[config.mk]
export PLATFORM = sky130hd
export DESIGN_NAME = sha_chain
export DESIGN_NICKNAME = d
export VERILOG_FILES = /design/src/rtl/sha_pkg.sv /design/src/rtl/sha_cell.sv /design/src/rtl/sha_chain.sv
export SDC_FILE = /design/constraint.sdc
export NUM_CORES = 2
export LEC_CHECK = 0
export BUFFER_PORTS_ARGS = -buffer_cell sky130_fd_sc_hd__buf_2
export CELL_PAD_IN_SITES_DETAIL_PLACEMENT = 1
export CELL_PAD_IN_SITES_GLOBAL_PLACEMENT = 1
export CORE_MARGIN = 2
export CORE_UTILIZATION = 45
export CTS_CLUSTER_DIAMETER = 100
export DETAILED_ROUTE_END_ITERATION = 10
export PLACE_DENSITY_LB_ADDON = 0.3
export SLEW_MARGIN = 0
export SYNTH_ARGS = -nofsm -noshare
export SYNTH_HDL_FRONTEND = slang
export SYNTH_SLANG_ARGS = --single-unit
[constraint.sdc]
create_clock -name clock -period 4.27 [get_ports clock]
set_input_delay 0 -clock clock [delete_from_list [all_inputs] [get_ports clock]]
set_output_delay 0 -clock clock [all_outputs]
set_load 0.02 [all_outputs]
[src/rtl/sha_pkg.sv]
// Package for the slot handle allocator: widths, request and status codes.
// No dependencies.
package sha_pkg;
   localparam int CAPACITY_DEF     = 64;
   localparam int HANDLE_WIDTH_DEF = 16;
   localparam int REQ_W    = 3;
   localparam int STATUS_W = 3;
   localparam int THR_W    = 9;
   localparam int OBJ_W    = 16;
   localparam int SLOT_W   = 6;
   localparam int CNT_W    = 7;

   typedef enum logic [REQ_W-1:0] {
      REQ_ALLOC = 3'd0, REQ_FREE = 3'd1, REQ_ACT = 3'd2, REQ_DEACT = 3'd3,
      REQ_QUERY = 3'd4, REQ_COMPACT = 3'd5, REQ_RSV6 = 3'd6, REQ_RSV7 = 3'd7
   } req_type_type;

   typedef enum logic [STATUS_W-1:0] {
      ST_OK = 3'd0, ST_INVALID = 3'd1, ST_UNKNOWN = 3'd2, ST_NOT_ALLOC = 3'd3,
      ST_NO_CHANGE = 3'd4, ST_FULL = 3'd5, ST_CORRUPT = 3'd6, ST_RSV7 = 3'd7
   } status_type;

   typedef enum logic [2:0] {
      S_IDLE, S_SEARCH, S_APPLY, S_COMPACT, S_LOOK, S_FINAL
   } state_type;

   // control from sequencer to chain of cells
   typedef struct packed {
      logic search;    // compare key against every cell
      logic write_new; // load a fresh entry into addressed cell
      logic set_live;
      logic clr_live;
      logic set_on;
      logic clr_on;
      logic shift;     // one compaction step
      logic clear_all; // drop mappings beyond write pointer
   } cell_ctl_type;
endpackage

[src/rtl/sha_cell.sv]
// One slot cell: handle, mapped/live/on bits, match flag, compaction shift.
// Depends on sha_pkg.
module sha_cell import sha_pkg::*; #(
   parameter int HW = HANDLE_WIDTH_DEF
) (
   input  logic          clock,
   input  logic          reset,
   input  cell_ctl_type  ctl,
   input  logic          sel,      // this cell is addressed
   input  logic          keep,     // cell index below compaction bound
   input  logic [HW-1:0] key,
   input  logic [HW-1:0] wr_handle,
   // compaction: take neighbor's content when shifting
   input  logic [HW-1:0] nb_handle,
   input  logic          nb_mapped,
   input  logic          nb_live,
   input  logic          nb_on,
   input  logic          do_shift, // this cell takes from neighbor
   output logic [HW-1:0] handle,
   output logic          mapped,
   output logic          live,
   output logic          on,
   output logic          hit
);
   logic [HW-1:0] handle_ff;
   logic mapped_ff, live_ff, on_ff, hit_ff;

   always_ff @(posedge clock) begin
      if (ctl.shift && do_shift) begin
         handle_ff <= nb_handle;
      end else if (ctl.write_new && sel) begin
         handle_ff <= wr_handle;
      end
   end

   always_ff @(posedge clock) begin
      if (reset) begin
         mapped_ff <= 1'b0; live_ff <= 1'b0; on_ff <= 1'b0; hit_ff <= 1'b0;
      end else begin
         if (ctl.search) begin
            hit_ff <= mapped_ff && (handle_ff == key) && (key != '0);
         end
         if (ctl.shift && do_shift) begin
            mapped_ff <= nb_mapped; live_ff <= nb_live; on_ff <= nb_on;
         end else if (ctl.clear_all && !keep) begin
            mapped_ff <= 1'b0; live_ff <= 1'b0; on_ff <= 1'b0;
         end else if (sel) begin
            if (ctl.write_new) mapped_ff <= 1'b1;
            if (ctl.set_live) live_ff <= 1'b1;
            if (ctl.clr_live) live_ff <= 1'b0;
            if (ctl.set_on) on_ff <= 1'b1;
            if (ctl.clr_on) on_ff <= 1'b0;
         end
      end
   end

   assign handle = handle_ff;
   assign mapped = mapped_ff;
   assign live   = live_ff;
   assign on     = on_ff;
   assign hit    = hit_ff;
endmodule

[src/rtl/sha_chain.sv]
// Row of slot cells with neighbor links for compaction and a match encoder.
// Depends on sha_pkg and sha_cell.
module sha_chain import sha_pkg::*; #(
   parameter int CAP = CAPACITY_DEF,
   parameter int HW  = HANDLE_WIDTH_DEF,
   localparam int IW = $clog2(CAP)
) (
   input  logic          clock,
   input  logic          reset,
   input  cell_ctl_type  ctl,
   input  logic [IW-1:0] addr,
   input  logic [IW:0]   bound,     // compaction keep bound
   input  logic [IW-1:0] hole,      // compaction: cells at and above shift down
   input  logic [HW-1:0] key,
   input  logic [HW-1:0] wr_handle,
   output logic          found,
   output logic [IW-1:0] found_idx,
   output logic          sel_live,
   output logic          sel_on
);
   logic [HW-1:0] h   [CAP];
   logic [CAP-1:0] m, l, o, hit;

   for (genvar i = 0; i < CAP; i++) begin : g_cell
      logic [HW-1:0] nbh;
      logic nbm, nbl, nbo;
      if (i == CAP-1) begin : g_last
         assign nbh = '0; assign nbm = 1'b0; assign nbl = 1'b0; assign nbo = 1'b0;
      end else begin : g_mid
         assign nbh = h[i+1]; assign nbm = m[i+1]; assign nbl = l[i+1];
         assign nbo = o[i+1];
      end
      sha_cell #(.HW(HW)) u_cell (
         .clock, .reset, .ctl,
         .sel(addr == IW'(i)),
         .keep((IW+1)'(i) < bound),
         .key, .wr_handle,
         .nb_handle(nbh), .nb_mapped(nbm), .nb_live(nbl), .nb_on(nbo),
         .do_shift(IW'(i) >= hole),
         .handle(h[i]), .mapped(m[i]), .live(l[i]), .on(o[i]), .hit(hit[i])
      );
   end

   always_comb begin
      found = |hit;
      found_idx = '0;
      for (int i = CAP-1; i >= 0; i--) begin
         if (hit[i]) found_idx = IW'(i);
      end
   end

   assign sel_live   = l[addr];
   assign sel_on     = o[addr];
endmodule

Word-level counts from Yosys, hierarchy flattened
Index checks and enable logic that the tools add are counted.
{"block": "totals", "ff_bits": 1280, "input_bits": 61, "output_inout_bits": 9, "word_cells": 2239}
{"block": "classes", "order_cmp": 129, "eq_ne": 127, "mux": 766, "n_reduce_logical": 897}
{"cell": "two-way mux 16 bit", "count": 126}
{"cell": "equality test 16 bit", "count": 64}
{"cell": "two-way mux 1 bit", "count": 574}
{"cell": "nonzero test 4 bit", "count": 126}
{"cell": "two-way mux 6 bit", "count": 64}
{"cell": "AND reduction 2 bit", "count": 192}
{"cell": "nonzero test 3 bit", "count": 126}
{"cell": "logical AND 1 bit", "count": 320}
{"cell": "< comparator 6 x 7 -> 1 bit (first input constant)", "count": 32}
{"cell": "equality test 6 bit (second input constant)", "count": 32}
{"cell": "greater-or-equal comparator 6 bit (first input constant)", "count": 32}
{"cell": "nonzero test 2 bit", "count": 65}
{"cell": "< comparator 5 x 7 -> 1 bit (first input constant)", "count": 16}
{"cell": "equality test 6 x 5 -> 1 bit (second input constant)", "count": 16}
{"cell": "greater-or-equal comparator 5 x 6 -> 1 bit (first input constant)", "count": 16}
{"cell": "zero test 1 bit", "count": 64}
{"cell": "OR reduction 64 bit", "count": 1}
{"cell": "< comparator 4 x 7 -> 1 bit (first input constant)", "count": 8}
{"cell": "equality test 6 x 4 -> 1 bit (second input constant)", "count": 8}
{"cell": "greater-or-equal comparator 4 x 6 -> 1 bit (first input constant)", "count": 8}
{"cell": "< comparator 3 x 7 -> 1 bit (first input constant)", "count": 4}
{"cell": "equality test 6 x 3 -> 1 bit (second input constant)", "count": 4}
{"cell": "greater-or-equal comparator 3 x 6 -> 1 bit (first input constant)", "count": 4}
{"cell": "nonzero test 16 bit", "count": 1}
{"cell": "10 further kinds", "count": 16}

Depth between registers and ports, before layout
{"block": "logic_depth", "depth_word": 64, "ltp_mapped": 9, "depth_no_buf": 6}

Modules after synthesis
From an unflattened synthesis, not the netlist that was laid out.
{"block": "unflattened", "hier_cells": 8137, "area_unflattened_um2": 71462.3}
{"mod": "sha_cell", "instances": 64, "cells_each": 119, "area_each_um2": 1067.3, "seq_area_each_um2": 560.5}
{"mod": "sha_chain", "instances": 1, "cells_each": 521, "area_each_um2": 3156.8, "seq_area_each_um2": 0.0}

Worst setup path after synthesis
OpenSTA, ideal clock, no wires.
{"block": "synth_timing", "path_type": "input port to flip-flop", "from": "input port addr[4]", "to": "register g_cell[47].u_cell.handle_ff[0] (enable)", "setup_ns": 0.411, "arrival_time_ns": 1.725, "t_required_ns": 3.859, "path_slack_ns": 2.134, "cell_stages": 4, "path_buffers": 2, "cell_sequence": "nand2b_1 -> clkbuf_1 -> buf_2 -> o21ai_0"}
{"block": "synth_between", "elab_chain_len": 3}
{"item": "from (decl)", "line_no": "sha_chain.sv:11", "source": "input logic [IW-1:0] addr,"}
{"item": "equality test 6 bit", "line_no": "sha_chain.sv:35", "source": ".sel(addr == IW'(i)),"}
{"item": "logical AND 1 bit", "line_no": "sha_cell.sv:31", "source": "end else if (ctl.write_new && sel) begin"}
{"item": "nonzero test 2 bit (no line)"}
{"item": "to (signal assigned)", "line_no": "sha_cell.sv:30", "source": "handle_ff <= nb_handle;"}
{"item": "to (signal assigned)", "line_no": "sha_cell.sv:32", "source": "handle_ff <= wr_handle;"}
{"item": "to (decl)", "line_no": "sha_cell.sv:25", "source": "logic [HW-1:0] handle_ff;"}
Every way passes these cells.
A chain may end at the register's enable or synchronous reset.

Worst setup path after layout
{"block": "layout_timing", "from": "register g_cell[42].u_cell.hit_ff", "to": "output port found_idx[3]"}
{"block": "layout_between", "elab_chain_len": 43}
{"item": "from (decl)", "line_no": "sha_cell.sv:26", "source": "logic mapped_ff, live_ff, on_ff, hit_ff;"}
{"item": "from (signal assigned)", "line_no": "sha_cell.sv:41", "source": "hit_ff <= mapped_ff && (handle_ff == key) && (key != '0);"}
{"item": "two-way mux 6 bit (43 in series)", "line_no": "sha_chain.sv:48", "source": "if (hit[i]) found_idx = IW'(i);"}
{"item": "to (decl)", "line_no": "sha_chain.sv:17", "source": "output logic [IW-1:0] found_idx,"}
Every way passes these cells.

==> impl_metrics.csv <==
group,metric,value,unit
final_layout,post-route-util,49.8,%
logic_synthesis,syn-instance-count,7176,
setup_path,endpoint_kind,"output port",
final_layout,n_fill_cell,17100,
logic_synthesis,synthMuxAreaShare,6.69,%
logic_synthesis,synthesis.area,70400,µm²
place,hpwl,183000,µm
logic_synthesis,synth_most_common_cell,"nand2_1",
timing,setup_viol,0,
final_layout,nNetsFinal,7106,
logic_synthesis,synth_top_family_by_area,"simple AND/OR/NAND/NOR gates",
clock_tree,root_buffer,"clkbuf_16",
worst_hold_path,hold_path.class,"input pin to flip-flop",
floorplan,die_h,399,µm
power,clockPowerShare,39.9,%
global_route,antenna_found_initial,8,
setup_path,setup.worst_path.end,"found_idx[3]",
floorplan,core_area,156000,µm²
setup_path,cp-start-kind,"flip-flop",
drt,first_iter_violations,5643,
global_route,grt_pass1_wl,392000,µm
power,peakVddDrop,0.000393,V
timing,rsz0062_at_grt,"no",
setup_path,reg2reg_from,"g_cell[23].u_cell.handle[5]",
status,status,"complete, no violations",
timing,fin_setup_tns,0,ps
global_route,grt_max_degree,105,
timing,max_freq,0.259,GHz
power,p_comb_share,13.4,%
setup_path,r2r-end,"g_cell[23].u_cell.hit",
power,p_sw,8.81,mW
clock_tree,clk_pin_slew,60,ps
power,swShare,27.7,%
logic_synthesis,synth_nets,7237,
timing,hold_viol,0,
logic_synthesis,seq_area_frac_synth,50.8,%
power,p_per_area,410,nW/µm²
power,power_leakage,28.7,nW
setup_path,r2r_cells,7,
final_layout,num_antenna_cells,0,
logic_synthesis,synth_ff_type,"edfxtp_1",
logic_synthesis,synthDominantCellAreaShare,43.0,%
logic_synthesis,synth.distinct_cells,91,
global_route,grt.overflow.total,0,
logic_synthesis,synth_fa_ha_area_share,0,%
clock_tree,insertion_delay,820,ps
place,routabilityCongestion,0.987,
clock_tree,cts_buffers,146,
logic_synthesis,syn_area_per_cell,9.81,µm²
floorplan,start_util,45.2,%
global_route,grt_pass1_vias,58100,
floorplan,die_w,399,µm
power,p_int,23.0,mW
global_route,track_usage,33.2,%
floorplan,fp-row-count,145,
floorplan,io_pins,70,
logic_synthesis,ys_ff_latch,1280,
logic_synthesis,yosysWarnings,0,
drt,drc,0,
timing,skew,31.5,ps
setup_path,crit_arrival,3870,ps
logic_synthesis,async_reset_ff_share,0,%
timing,post-route-min-period,3870,ps
power,sequentialPowerShare,46.6,%
setup_path,path_class,"flip-flop to output port",
setup_path,crit_start,"g_cell[42].u_cell.hit",
logic_synthesis,synth-compound-area-share,7.44,%
drt,first_pass_iters,6,
logic_synthesis,synthTopCellsByCount,"2235 x nand2_1, 1008 x edfxtp_1, 767 x xnor2_1",
drt,viasPerCell,6.16,
timing,worstMarginPinSlew,1310,ps
floorplan,dieArea,160000,µm²
logic_synthesis,ys_top_cells_by_area,"edfxtp_1 43%, nand2_1 12%, xnor2_1 9.5%",
drt,vias,56800,
drt,final_antenna_net_count,0,
setup_path,reg2reg_slack,1750,ps
logic_synthesis,synth_enable_flop_cells,1008,
clock_tree,cts_tree,"built",
timing,drv_slew,0,
setup_path,worstPathRequired,4270,ps
place,io_buffers,69,
final_layout,area_delta_synth_final,10.2,%
run,max_cap_violations,0,
timing,relSlewSlack,12.1,%
logic_synthesis,synth-xor-area-share,12.7,%
drt,wirelength,269000,µm
final_layout,drive_above_1_share,12.7,%
logic_synthesis,yosysTopAreaCell,"edfxtp_1",
clock_tree,clk_path_buf_depth,3,
logic_synthesis,yosys.area_share.simple,18.7,%
clock_tree,htreeDepth,4,
timing,min_period_over_period,90.6,%
drt,wire_per_inst,29.2,µm
setup_path,cp_max_fo,3,
clock_tree,cts.sink_count,1280,
==> cell type report <==
cell class,instances,area (µm²),share of cell area (%)
well taps,2058,2570,3.32
inverters,23,87.6,0.113
clock inverters,66,688,0.888
multi-input cells,5323,32200,41.5
repair buffers,271,2260,2.92
flip-flops and latches,1280,35700,46.1
clock buffers,201,4050,5.22
==> how the worst min path moves through the flow <==
stage                     slack (ps)                  endpoint                     start  cells past startpoint
final                             50     g_cell[27].u_cell.hit                    key[3]                      6
after global routing              70     g_cell[29].u_cell.hit                    key[6]                      6
after global placement           470  g_cell[15].u_cell.mapped  g_cell[16].u_cell.mapped                      2
after CTS                          1  g_cell[35].u_cell.mapped                  bound[2]                      5
after floorplan                  210  g_cell[63].u_cell.mapped                     reset                      2
after detailed placement         470  g_cell[15].u_cell.mapped  g_cell[16].u_cell.mapped                      2
==> worst max-delay path, cell delays in order, from the launching register on <==
cell and delay (ps):
dfxtp_1 350, nor2_1 580, nand2_1 450, a211oi_1 940
nor2_1 90, o21ai_0 210, a21oi_1 210, buf_2 220
==> logic make-up (layout without fill, tap and decap cells) <==
kind of cell           after synthesis  after routing
AO/OA/AOI/OAI                      806            806
flip-flops                        1280           1280
XOR/XNOR                          1021           1021
buffers and inverters              573            561
multiplexers                       386            386
AND/OR/NAND/NOR                   3110           3110
==> sequential cells by signal, summed over array words and instances, names as in the netlist <==
register and flops:
g_cell.u_cell.handle 1024, g_cell.u_cell.mapped 64, g_cell.u_cell.on 64, g_cell.u_cell.live 64, g_cell.u_cell.hit 64
==> cell usage in the layout (no fill, tap or decap), types with 84 or more instances in the layout <==
master and count:
a21oi_1 349, a211oi_1 124, xor2_1 254, buf_4 180, nand4_1 196, clkbuf_16 150, nor4_1 146, mux2_2 346
nor2_1 277, xnor2_1 767, a22oi_1 84, dfxtp_1 272, nand2_1 2235, edfxtp_1 1008
==> power by group through the flow <==
| stage | sequential [mW] | combinational (mW) | clock, mW |
|---|---|---|---|
| finish | 14.8 | 4.27 | 12.7 |
| global route | 14.9 | 4.53 | 13.2 |
| CTS | 14.8 | 4.20 | 12.7 |
| detailed placement | 15.0 | 4.12 | 0 |
| global placement | 15.0 | 3.97 | 0 |
| floorplan | 14.8 | 2.85 | 0 |
==> timing repair <==
action,CTS,global route
resized for setup,0,0
hold buffers,38,0
endpoints found under the hold margin,521,0
buffers inserted,0,0
==> stage by stage <==
| stage | power (mW) | cell area, µm² | worst slack (ps) | instances | hold WS, ps |
|---|---|---|---|---|---|
| 3_3_place_gp | 19.0 | 72400 | 1070 | 8917 | 469 |
| 3_5_place_dp | 19.2 | 72400 | 820 | 8917 | 473 |
| 2_1_floorplan | 17.7 | 70400 | 2130 | 7176 | 207 |
| 5_1_grt | 32.6 | 77500 | 410 | 9222 | 70.9 |
| 4_1_cts | 31.7 | 77500 | 720 | 9222 | 1.40 |
| 6_report | 31.8 | 77500 | 403 | 9222 | 45.8 |
==> routing by layer <==
metal | vias to the layer above | share of wire (%) | GRT usage [%]
li1 | 24500 | - | -
met1 | 29000 | 40 | 42.6
met2 | 2577 | 47 | 54.2
met3 | 702 | 8.0 | 6.06
met4 | 12 | 5.1 | 15.6
met5 | - | 0.029 | 0
Power figures use the tool's default switching activity.
